**src/rtl/assert_macros.svh**
```systemverilog
// Assertion macros for the alarm controller RTL.
// Included by acsc_core, the module that carries concurrent checks; depends on nothing.
`ifndef ASSERT_MACROS_SVH
`define ASSERT_MACROS_SVH

// The property must hold at every rising edge outside reset.
`define ACSC_ASSERT(lbl, clk, rst_n, prop) \
    lbl: assert property (@(posedge clk) disable iff (!(rst_n)) (prop)) \
        else $error("acsc: property violated");

// The condition must never be true at a rising edge outside reset.
`define ACSC_NEVER(lbl, clk, rst_n, cond) \
    lbl: assert property (@(posedge clk) disable iff (!(rst_n)) !(cond)) \
        else $error("acsc: forbidden condition seen");

`endif

```
**src/rtl/acsc_pkg.sv**
```systemverilog
// Shared types and constants of the alarm controller with snooze.
// Used by every module of the block; depends on nothing.
package acsc_pkg;

    // Configuration port geometry.
    localparam int CFG_IDX_W  = 3;
    localparam int CFG_DATA_W = 24;

    // Register indexes on the configuration port.
    localparam logic [CFG_IDX_W-1:0] REG_ALARM_HOUR   = 3'd0;
    localparam logic [CFG_IDX_W-1:0] REG_ALARM_MINUTE = 3'd1;
    localparam logic [CFG_IDX_W-1:0] REG_ALARM_MODE   = 3'd2;
    localparam logic [CFG_IDX_W-1:0] REG_RING_LIMIT   = 3'd3;
    localparam logic [CFG_IDX_W-1:0] REG_SNOOZE_LIMIT = 3'd4;
    localparam logic [CFG_IDX_W-1:0] REG_BLINK_HALF   = 3'd5;

    // Reset values of the limit registers, in milliseconds.
    localparam logic [23:0] RING_LIMIT_RST   = 24'(30 * 60000);
    localparam logic [23:0] SNOOZE_LIMIT_RST = 24'(8 * 60000);
    localparam logic [9:0]  BLINK_HALF_RST   = 10'd500;

    // Weekday numbering: Sunday is 0, Monday to Friday are 1 to 5, Saturday is 6.
    localparam logic [2:0] DAY_SUNDAY      = 3'd0;
    localparam logic [2:0] DAY_MONDAY      = 3'd1;
    localparam logic [2:0] DAY_LAST_WORK   = 3'd5;
    localparam logic [2:0] DAY_SATURDAY    = 3'd6;

    // Alarm modes.
    localparam logic [1:0] MODE_OFF     = 2'd0;
    localparam logic [1:0] MODE_WEEKEND = 2'd1;
    localparam logic [1:0] MODE_WEEKDAY = 2'd2;
    localparam logic [1:0] MODE_DAILY   = 2'd3;

    // Operation carried by an input item.
    typedef enum logic [1:0] {
        OP_TICK    = 2'd0,
        OP_SNOOZE  = 2'd1,
        OP_DISMISS = 2'd2
    } t_op;

    // Settings held by the configuration register bank.
    typedef struct packed {
        logic [4:0]  alarm_hour;
        logic [5:0]  alarm_minute;
        logic [1:0]  alarm_mode;
        logic [23:0] ring_limit_ms;
        logic [23:0] snooze_limit_ms;
        logic [9:0]  blink_half_ms;
    } t_cfg;

    // A write of the mode register, which also refreshes the dot.
    typedef struct packed {
        logic       we;
        logic [1:0] mode;
    } t_mode_wr;

    // One input item.
    typedef struct packed {
        logic [1:0] op;
        logic [4:0] now_hour;
        logic [5:0] now_minute;
        logic [2:0] now_weekday;
        logic       clock_enabled;
    } t_item;

    // One result item.
    typedef struct packed {
        logic ringing;
        logic snoozing;
        logic dot_on;
        logic ring_began;
    } t_res;

endpackage

```
**src/rtl/acsc_cfg.sv**
```systemverilog
// Configuration register bank of the alarm controller.
// Depends on acsc_pkg for the register indexes, reset values and types.
module acsc_cfg (
    input  logic                           i_clk,
    input  logic                           i_rst_n,
    input  logic                           i_cfg_we,
    input  logic [acsc_pkg::CFG_IDX_W-1:0]  i_cfg_index,
    input  logic [acsc_pkg::CFG_DATA_W-1:0] i_cfg_data,
    output acsc_pkg::t_cfg                 o_cfg,
    output acsc_pkg::t_mode_wr             o_mode_wr
);

    acsc_pkg::t_cfg r_cfg;

    // Register writes; an index beyond the list is ignored.
    always_ff @(posedge i_clk) begin
        if (!i_rst_n) begin
            r_cfg.alarm_hour      <= 5'd0;
            r_cfg.alarm_minute    <= 6'd0;
            r_cfg.alarm_mode      <= acsc_pkg::MODE_OFF;
            r_cfg.ring_limit_ms   <= acsc_pkg::RING_LIMIT_RST;
            r_cfg.snooze_limit_ms <= acsc_pkg::SNOOZE_LIMIT_RST;
            r_cfg.blink_half_ms   <= acsc_pkg::BLINK_HALF_RST;
        end else if (i_cfg_we) begin
            case (i_cfg_index)
                acsc_pkg::REG_ALARM_HOUR:   r_cfg.alarm_hour      <= i_cfg_data[4:0];
                acsc_pkg::REG_ALARM_MINUTE: r_cfg.alarm_minute    <= i_cfg_data[5:0];
                acsc_pkg::REG_ALARM_MODE:   r_cfg.alarm_mode      <= i_cfg_data[1:0];
                acsc_pkg::REG_RING_LIMIT:   r_cfg.ring_limit_ms   <= i_cfg_data[23:0];
                acsc_pkg::REG_SNOOZE_LIMIT: r_cfg.snooze_limit_ms <= i_cfg_data[23:0];
                acsc_pkg::REG_BLINK_HALF:   r_cfg.blink_half_ms   <= i_cfg_data[9:0];
                default: begin
                end
            endcase
        end
    end

    assign o_cfg = r_cfg;

    // A mode write is passed on so the core can refresh the dot at the same edge.
    assign o_mode_wr.we   = i_cfg_we && (i_cfg_index == acsc_pkg::REG_ALARM_MODE);
    assign o_mode_wr.mode = i_cfg_data[1:0];

endmodule

```
**src/rtl/acsc_core.sv**
```systemverilog
// Alarm state and its single-pass update for one item.
// Depends on acsc_pkg and on assert_macros.svh for its checks.
`include "assert_macros.svh"

module acsc_core (
    input  logic               i_clk,
    input  logic               i_rst_n,
    input  logic               i_step,
    input  acsc_pkg::t_item    i_item,
    input  acsc_pkg::t_cfg     i_cfg,
    input  acsc_pkg::t_mode_wr i_mode_wr,
    output acsc_pkg::t_res     o_res
);

    // Alarm state.
    logic        r_ring, r_snz, r_fired, r_dot;
    logic [5:0]  r_prev_min;
    logic [23:0] r_ring_el, r_snz_el;
    logic [10:0] r_blink_el;

    logic        n_ring, n_snz, n_fired, n_dot, n_began;
    logic [5:0]  n_prev_min;
    logic [23:0] n_ring_el, n_snz_el;
    logic [10:0] n_blink_el;

    logic        dot_ref, day_ok, is_wkday, is_wkend, match;

    assign dot_ref  = (i_cfg.alarm_mode != acsc_pkg::MODE_OFF);
    assign is_wkday = (i_item.now_weekday >= acsc_pkg::DAY_MONDAY) &&
                      (i_item.now_weekday <= acsc_pkg::DAY_LAST_WORK);
    assign is_wkend = (i_item.now_weekday == acsc_pkg::DAY_SUNDAY) ||
                      (i_item.now_weekday == acsc_pkg::DAY_SATURDAY);
    assign day_ok   = ((i_cfg.alarm_mode != acsc_pkg::MODE_WEEKDAY) || is_wkday) &&
                      ((i_cfg.alarm_mode != acsc_pkg::MODE_WEEKEND) || is_wkend);

    // Next state for the item in the input register, applied in order.
    always_comb begin
        n_ring     = r_ring;
        n_snz      = r_snz;
        n_fired    = r_fired;
        n_dot      = r_dot;
        n_prev_min = r_prev_min;
        n_ring_el  = r_ring_el;
        n_snz_el   = r_snz_el;
        n_blink_el = r_blink_el;
        n_began    = 1'b0;
        match      = 1'b0;
        case (acsc_pkg::t_op'(i_item.op))
            acsc_pkg::OP_TICK: begin
                // Elapsed counts saturate at all ones.
                if (r_ring_el != '1) n_ring_el = r_ring_el + 24'd1;
                if (r_snz_el != '1) n_snz_el = r_snz_el + 24'd1;
                if (r_blink_el != '1) n_blink_el = r_blink_el + 11'd1;
                if (i_item.now_minute != r_prev_min) n_fired = 1'b0;
                // Alarm time reached: fires once per matching minute.
                match = i_item.clock_enabled && !r_snz && dot_ref && !n_fired &&
                        (i_item.now_minute == i_cfg.alarm_minute) &&
                        (i_item.now_hour == i_cfg.alarm_hour) && day_ok;
                if (match) begin
                    n_fired = 1'b1;
                    if (!n_ring) begin
                        n_ring    = 1'b1;
                        n_snz     = 1'b0;
                        n_ring_el = '0;
                        n_dot     = dot_ref;
                        n_began   = 1'b1;
                    end
                end
                // Snooze over: ring again.
                if (n_snz && (n_snz_el > i_cfg.snooze_limit_ms) && !n_ring) begin
                    n_ring    = 1'b1;
                    n_snz     = 1'b0;
                    n_ring_el = '0;
                    n_dot     = dot_ref;
                    n_began   = 1'b1;
                end
                // Dot blink while snoozing.
                if (n_snz && (n_blink_el > {1'b0, i_cfg.blink_half_ms})) begin
                    n_dot      = !n_dot;
                    n_blink_el = '0;
                end
                // Ringing stops by itself after its limit.
                if (n_ring && (n_ring_el > i_cfg.ring_limit_ms)) begin
                    n_ring = 1'b0;
                    n_snz  = 1'b0;
                    n_dot  = dot_ref;
                end
                n_prev_min = i_item.now_minute;
            end
            acsc_pkg::OP_SNOOZE: begin
                if (r_ring && !r_snz) begin
                    n_ring   = 1'b0;
                    n_snz    = 1'b1;
                    n_snz_el = '0;
                    n_dot    = dot_ref;
                end
            end
            acsc_pkg::OP_DISMISS: begin
                if (r_ring || r_snz) begin
                    n_ring = 1'b0;
                    n_snz  = 1'b0;
                    n_dot  = dot_ref;
                end
            end
            default: begin
            end
        endcase
    end

    // State register; a mode write refreshes the dot.
    always_ff @(posedge i_clk) begin
        if (!i_rst_n) begin
            r_ring     <= 1'b0;
            r_snz      <= 1'b0;
            r_fired    <= 1'b0;
            r_dot      <= 1'b0;
            r_prev_min <= 6'd0;
            r_ring_el  <= 24'd0;
            r_snz_el   <= 24'd0;
            r_blink_el <= 11'd0;
        end else if (i_mode_wr.we) begin
            r_dot <= (i_mode_wr.mode != acsc_pkg::MODE_OFF);
        end else if (i_step) begin
            r_ring     <= n_ring;
            r_snz      <= n_snz;
            r_fired    <= n_fired;
            r_dot      <= n_dot;
            r_prev_min <= n_prev_min;
            r_ring_el  <= n_ring_el;
            r_snz_el   <= n_snz_el;
            r_blink_el <= n_blink_el;
        end
    end

    // Result reflects the state after the update.
    assign o_res.ringing    = n_ring;
    assign o_res.snoozing   = n_snz;
    assign o_res.dot_on     = n_dot;
    assign o_res.ring_began = n_began;

    // Ringing and snoozing exclude each other.
    `ACSC_NEVER(a_ring_snz_excl, i_clk, i_rst_n, r_ring && r_snz)
    // A start of ringing is never undone by the same item.
    `ACSC_ASSERT(a_began_rings, i_clk, i_rst_n, (i_step && n_began) |-> n_ring)
    // A dismiss leaves the alarm quiet.
    `ACSC_ASSERT(a_dismiss_quiet, i_clk, i_rst_n,
        (i_step && !i_mode_wr.we && (i_item.op == acsc_pkg::OP_DISMISS)) |=> (!r_ring && !r_snz))

endmodule

```
**src/rtl/alarm_clock_snooze_controller_top.sv**
```systemverilog
// Top level of the alarm controller with snooze: stream ports, input and
// result registers. Depends on acsc_pkg, acsc_cfg and acsc_core.
//
// Usage: each input transfer on the s_axis channel is one operation (tick,
// snooze press or dismiss press, selected by s_axis_tuser); each produces
// exactly one result transfer on the m_axis channel with the alarm status
// after that operation. Settings are written through i_cfg_we, i_cfg_index
// and i_cfg_data while no item is in flight; writing the mode also sets the
// indicator dot.
// A result passes the input register and then the result register before it
// is offered on m_axis. Throughput: one item per cycle while the receiver
// takes each result; the state update is a single pass of compares and
// saturating 24-bit increments between the input register and the result
// register.
// Reset (i_rst_n low, synchronous) empties both registers, clears the alarm
// state and loads the default settings.
// When the receiver stalls, the result stays in the result register and one
// more item is held in the input register; s_axis_tready then drops until the
// result is taken.
module alarm_clock_snooze_controller_top (
    input  logic                           i_clk,
    input  logic                           i_rst_n,
    // Input stream.
    input  logic                           s_axis_tvalid,
    output logic                           s_axis_tready,
    // [4:0] now_hour, [10:5] now_minute, [13:11] now_weekday,
    // [14] clock_enabled, [15] zero.
    input  logic [15:0]                    s_axis_tdata,
    // [1:0] op.
    input  logic [1:0]                     s_axis_tuser,
    // Result stream.
    output logic                           m_axis_tvalid,
    input  logic                           m_axis_tready,
    // [0] ringing, [1] snoozing, [2] dot_on, [3] ring_began, [7:4] zero.
    output logic [7:0]                     m_axis_tdata,
    // Configuration write port.
    input  logic                           i_cfg_we,
    input  logic [acsc_pkg::CFG_IDX_W-1:0]  i_cfg_index,
    input  logic [acsc_pkg::CFG_DATA_W-1:0] i_cfg_data
);

    acsc_pkg::t_cfg     cfg;
    acsc_pkg::t_mode_wr mode_wr;
    acsc_pkg::t_res     res;
    acsc_pkg::t_item    r_item;
    acsc_pkg::t_res     r_res;
    logic               r_in_valid, r_out_valid;
    logic               in_xfer, step;

    // The item moves on when the result register is free or being emptied.
    assign step          = r_in_valid && (!r_out_valid || m_axis_tready);
    assign s_axis_tready = !r_in_valid || step;
    assign in_xfer       = s_axis_tvalid && s_axis_tready;

    // Input register.
    always_ff @(posedge i_clk) begin
        if (!i_rst_n) begin
            r_in_valid <= 1'b0;
        end else if (in_xfer) begin
            r_in_valid <= 1'b1;
        end else if (step) begin
            r_in_valid <= 1'b0;
        end
    end

    always_ff @(posedge i_clk) begin
        if (in_xfer) begin
            r_item.op            <= s_axis_tuser;
            r_item.now_hour      <= s_axis_tdata[4:0];
            r_item.now_minute    <= s_axis_tdata[10:5];
            r_item.now_weekday   <= s_axis_tdata[13:11];
            r_item.clock_enabled <= s_axis_tdata[14];
        end
    end

    acsc_cfg u_cfg (
        .i_clk       (i_clk),
        .i_rst_n     (i_rst_n),
        .i_cfg_we    (i_cfg_we),
        .i_cfg_index (i_cfg_index),
        .i_cfg_data  (i_cfg_data),
        .o_cfg       (cfg),
        .o_mode_wr   (mode_wr)
    );

    acsc_core u_core (
        .i_clk     (i_clk),
        .i_rst_n   (i_rst_n),
        .i_step    (step),
        .i_item    (r_item),
        .i_cfg     (cfg),
        .i_mode_wr (mode_wr),
        .o_res     (res)
    );

    // Result register.
    always_ff @(posedge i_clk) begin
        if (!i_rst_n) begin
            r_out_valid <= 1'b0;
        end else if (step) begin
            r_out_valid <= 1'b1;
        end else if (m_axis_tready) begin
            r_out_valid <= 1'b0;
        end
    end

    always_ff @(posedge i_clk) begin
        if (step) begin
            r_res <= res;
        end
    end

    assign m_axis_tvalid = r_out_valid;
    assign m_axis_tdata  = {4'd0, r_res.ring_began, r_res.dot_on, r_res.snoozing,
                            r_res.ringing};

endmodule
```
**config.mk**
```make
export PLATFORM = sky130hd
export DESIGN_NAME = alarm_clock_snooze_controller_top
export DESIGN_NICKNAME = d
export VERILOG_FILES = /design/src/rtl/acsc_pkg.sv /design/src/rtl/acsc_cfg.sv /design/src/rtl/acsc_core.sv /design/src/rtl/alarm_clock_snooze_controller_top.sv
export VERILOG_INCLUDE_DIRS = /design/src /design/src/rtl
export SDC_FILE = /design/constraint.sdc
export NUM_CORES = 1
export LEC_CHECK = 0
export ABC_AREA = 1
export BUFFER_PORTS_ARGS = -buffer_cell sky130_fd_sc_hd__buf_4
export CAP_MARGIN = 10
export CELL_PAD_IN_SITES_DETAIL_PLACEMENT = 1
export CELL_PAD_IN_SITES_GLOBAL_PLACEMENT = 2
export CORE_ASPECT_RATIO = 1.4
export CORE_MARGIN = 4
export CORE_UTILIZATION = 35
export CTS_CLUSTER_DIAMETER = 200
export DETAILED_ROUTE_END_ITERATION = 16
export PLACE_DENSITY_LB_ADDON = 0.1
export SYNTH_ARGS = -nofsm -noshare
export SYNTH_HDL_FRONTEND = slang
export SYNTH_SLANG_ARGS = --single-unit
```
**constraint.sdc**
```tcl
create_clock -name i_clk -period 6.49 [get_ports i_clk]
set_clock_uncertainty 0.1 [all_clocks]
set_input_delay 1.298 -clock i_clk [delete_from_list [all_inputs] [get_ports i_clk]]
set_output_delay 1.298 -clock i_clk [all_outputs]
set_load 0.01 [all_outputs]
```
==> results_dict.tcl <==
set metrics [dict create \
    status "finished, final reports clean" \
    via_per_inst 4.98 \
    first_pass_iters 4 \
    row_count 70 \
    synth.distinct_cells 45 \
    cts_tree "done" \
    drive_gt1_share_pct 10.2 \
    antenna_found_initial 0 \
    hold_class "flip-flop to flip-flop" \
    clk_latency_ns 0.44 \
    fmax_mhz 171 \
    cpMostUsedCell "nand2_1" \
    gr-usage-all-layers_pct 18.9 \
    synthCells 1275 \
    die-area_sq_um 29100 \
    hold_violations 0 \
    ys_ff_latch 163 \
    nNetsFinal 1427 \
    cp_top_family "simple AND/OR/NAND/NOR gates" \
    wl_per_cell_um 16.3 \
    detailedRoute.firstIterationViolations 205 \
    seq_area_frac_synth_pct 37.6 \
    die_h_um 200 \
    crit_fanout 11 \
    clock_path_buffers 2 \
    worst_slack_ns 0.652 \
    cpMaxStageDelayCell "dfxtp_1" \
    yosys.area.top_type_share_pct 30.8 \
    fp.dieW_um 145 \
    critPathKind "flip-flop to flip-flop" \
    start_util_pct 35.4 \
    fin_util_pct 40.5 \
    diodes 0 \
    power.leakage_nw 4.85 \
    ys_warn_count 0 \
    r2r_setup_slack_ns 0.65 \
    syn_to_final_growth_pct 14.6 \
    ios 60 \
    postRouteAntennaNets 0 \
    hpwlAfterDp_mm 20.4 \
    vdd_drop_max_uv 169 \
    max_stage_delay_ns 0.40 \
    yosys.area.top_type "dfxtp_1" \
    grt_pass1_wl_mm 44.5 \
    finalCritPeriodShare_pct 89.9 \
    cts_made_buffers 17 \
    ctsRootBufferMaster "clkbuf_16" \
    synth.area.top_cells "dfxtp_1 31%, nand2_1 11%, ha_1 8.3%" \
    fp.coreArea_sq_um 26100 \
    cts_sinks 163 \
    cp-start-kind "flip-flop" \
    power.density_nw_per_um2 224 \
    crit_required_ns 6.56 \
    clkTransAtPathRegs_ns 0.06 \
    end_kind "flip-flop" \
    setup_viol 0 \
    fin_total_pwr_mw 2.37 \
    dp_slack_ns 0.256 \
    slew_headroom_pct 33.9 \
    syn-cell-area_sq_um 9230 \
    overflow 0 \
    fin_crit_ns 5.84 \
    first_global_vias 8624 \
    drv_cap 0 \
    critical_path_arrival_ns 5.91 \
    ctsHoldBuffers 0 \
    htree_levels 4 \
    finalSetupTns_ns 0 \
    critical_path_buf_inv_count 5 \
    place_congestion 0.815 \
    grt_max_degree 90 \
    slew_violations 0 \
    routed_wl_mm 27.0 \
    rsz0062_at_grt "no" \
    drcViolationCount 0 \
    tightest_slew_ns 0.991 \
    numPortBuffers 54 \
    syn_area_per_cell_sq_um 7.24 \
    vias 8232 \
]
-- timing repair --
action,CTS,global route
endpoints found under the hold margin,0,0
setup buffers,0,0
setup endpoints to repair,0,6
gates resized for setup,0,2
-- cell usage in the layout (no fill, tap or decap), types with 21 or more instances in the layout --
| cell type | n |
|---|---|
| nand3_1 | 27 |
| nor2_1 | 100 |
| dfxtp_1 | 142 |
| nand4_1 | 24 |
| inv_1 | 182 |
| o21ai_0 | 102 |
| ha_1 | 61 |
| xor2_1 | 30 |
| a21oi_1 | 149 |
| nand2_1 | 276 |
| buf_4 | 62 |
| edfxtp_1 | 21 |
-- layer usage --
metal,global-route usage (%),vias up,wire length (um)
met5,0,-,0
met4,4.89,0,345
li1,-,4223,-
met2,36.8,63,14800
met1,21.3,3923,11300
met3,2.81,23,494
-- layout make-up --
cell class              instances  area [sq um]
clock buffers                  21           492
repair buffers                 62           465
inverters                     192           721
flip-flops and latches        163          3470
fillers                      3264         15500
multi-input cells             880          4880
well taps                     324           405
clock inverters                11           149
-- worst paths after layout --
path,from,endpoint,cells past startpoint
max reg2reg,u_core.r_snz_el[0],m_axis_tdata[2],35
min reg2reg,u_cfg.o_cfg[41],u_cfg.o_cfg[41],2
max,u_core.r_snz_el[0],m_axis_tdata[2],35
min,u_cfg.o_cfg[41],u_cfg.o_cfg[41],2
-- registers in the layout (all words and copies together), names as in the netlist --
register	cells
m_axis_tdata	4
m_axis_tvalid	1
r_in_valid	1
r_item	17
u_cfg.o_cfg	71
u_core.r_blink_el	11
u_core.r_dot	1
u_core.r_fired	1
u_core.r_prev_min	6
u_core.r_ring	1
u_core.r_ring_el	24
u_core.r_snz	1
u_core.r_snz_el	24
-- metrics by stage --
step,cell area (sq um),cells,hold slack [ns]
finish,10600,1653,0.362
global route,10600,1653,0.387
CTS,10600,1653,0.366
detailed placement,9940,1621,0.355
global placement,9940,1621,0.353
floorplan,9250,1278,0.335
-- tightest hold or removal path, cell delays in order (launching register included) --
cell	delay, ns
dfxtp_1	0.30
inv_1	0.06
a21oi_1	0.06
-- cells by family (layout without fill, tap and decap cells) --
family / count (synthesis) / count (layout) / synth area share [%]
adder cells (fa/ha/maj): 61 / 61 / 8.27
buffers and inverters: 235 / 286 / 9.82
AND/OR/NAND/NOR: 479 / 479 / 23.0
XOR/XNOR: 47 / 47 / 4.54
multiplexers: 2 / 2 / 0.217
AO/OA/AOI/OAI: 287 / 287 / 16.5
other: 1 / 4 / 0.0406
flip-flops: 163 / 163 / 37.6
-- power by group --
group,internal [mW],switching [mW]
Sequential,1.05,0.0208
Combinational,0.0696,0.124
Clock,0.661,0.440
-- synth_stat cells (all sizes together) --
master	number
a211oi	3
a21boi	1
a21o	3
a21oi	150
a2bb2oi	1
a31oi	4
and3	3
buf	10
clkbuf	33
clkinv	2
conb	1
dfxtp	142
edfxtp	21
ha	61
inv	190
mux2i	2
nand2	282
nand3	32
nand3b	2
nand4	25
nor2	112
nor3	12
nor4	10
o2111ai	1
o211ai	16
o21a	4
o21ai	102
o22ai	2
or2	1
xnor2	16
xor2	31
No activity file was read; power rests on OpenSTA's default activity.
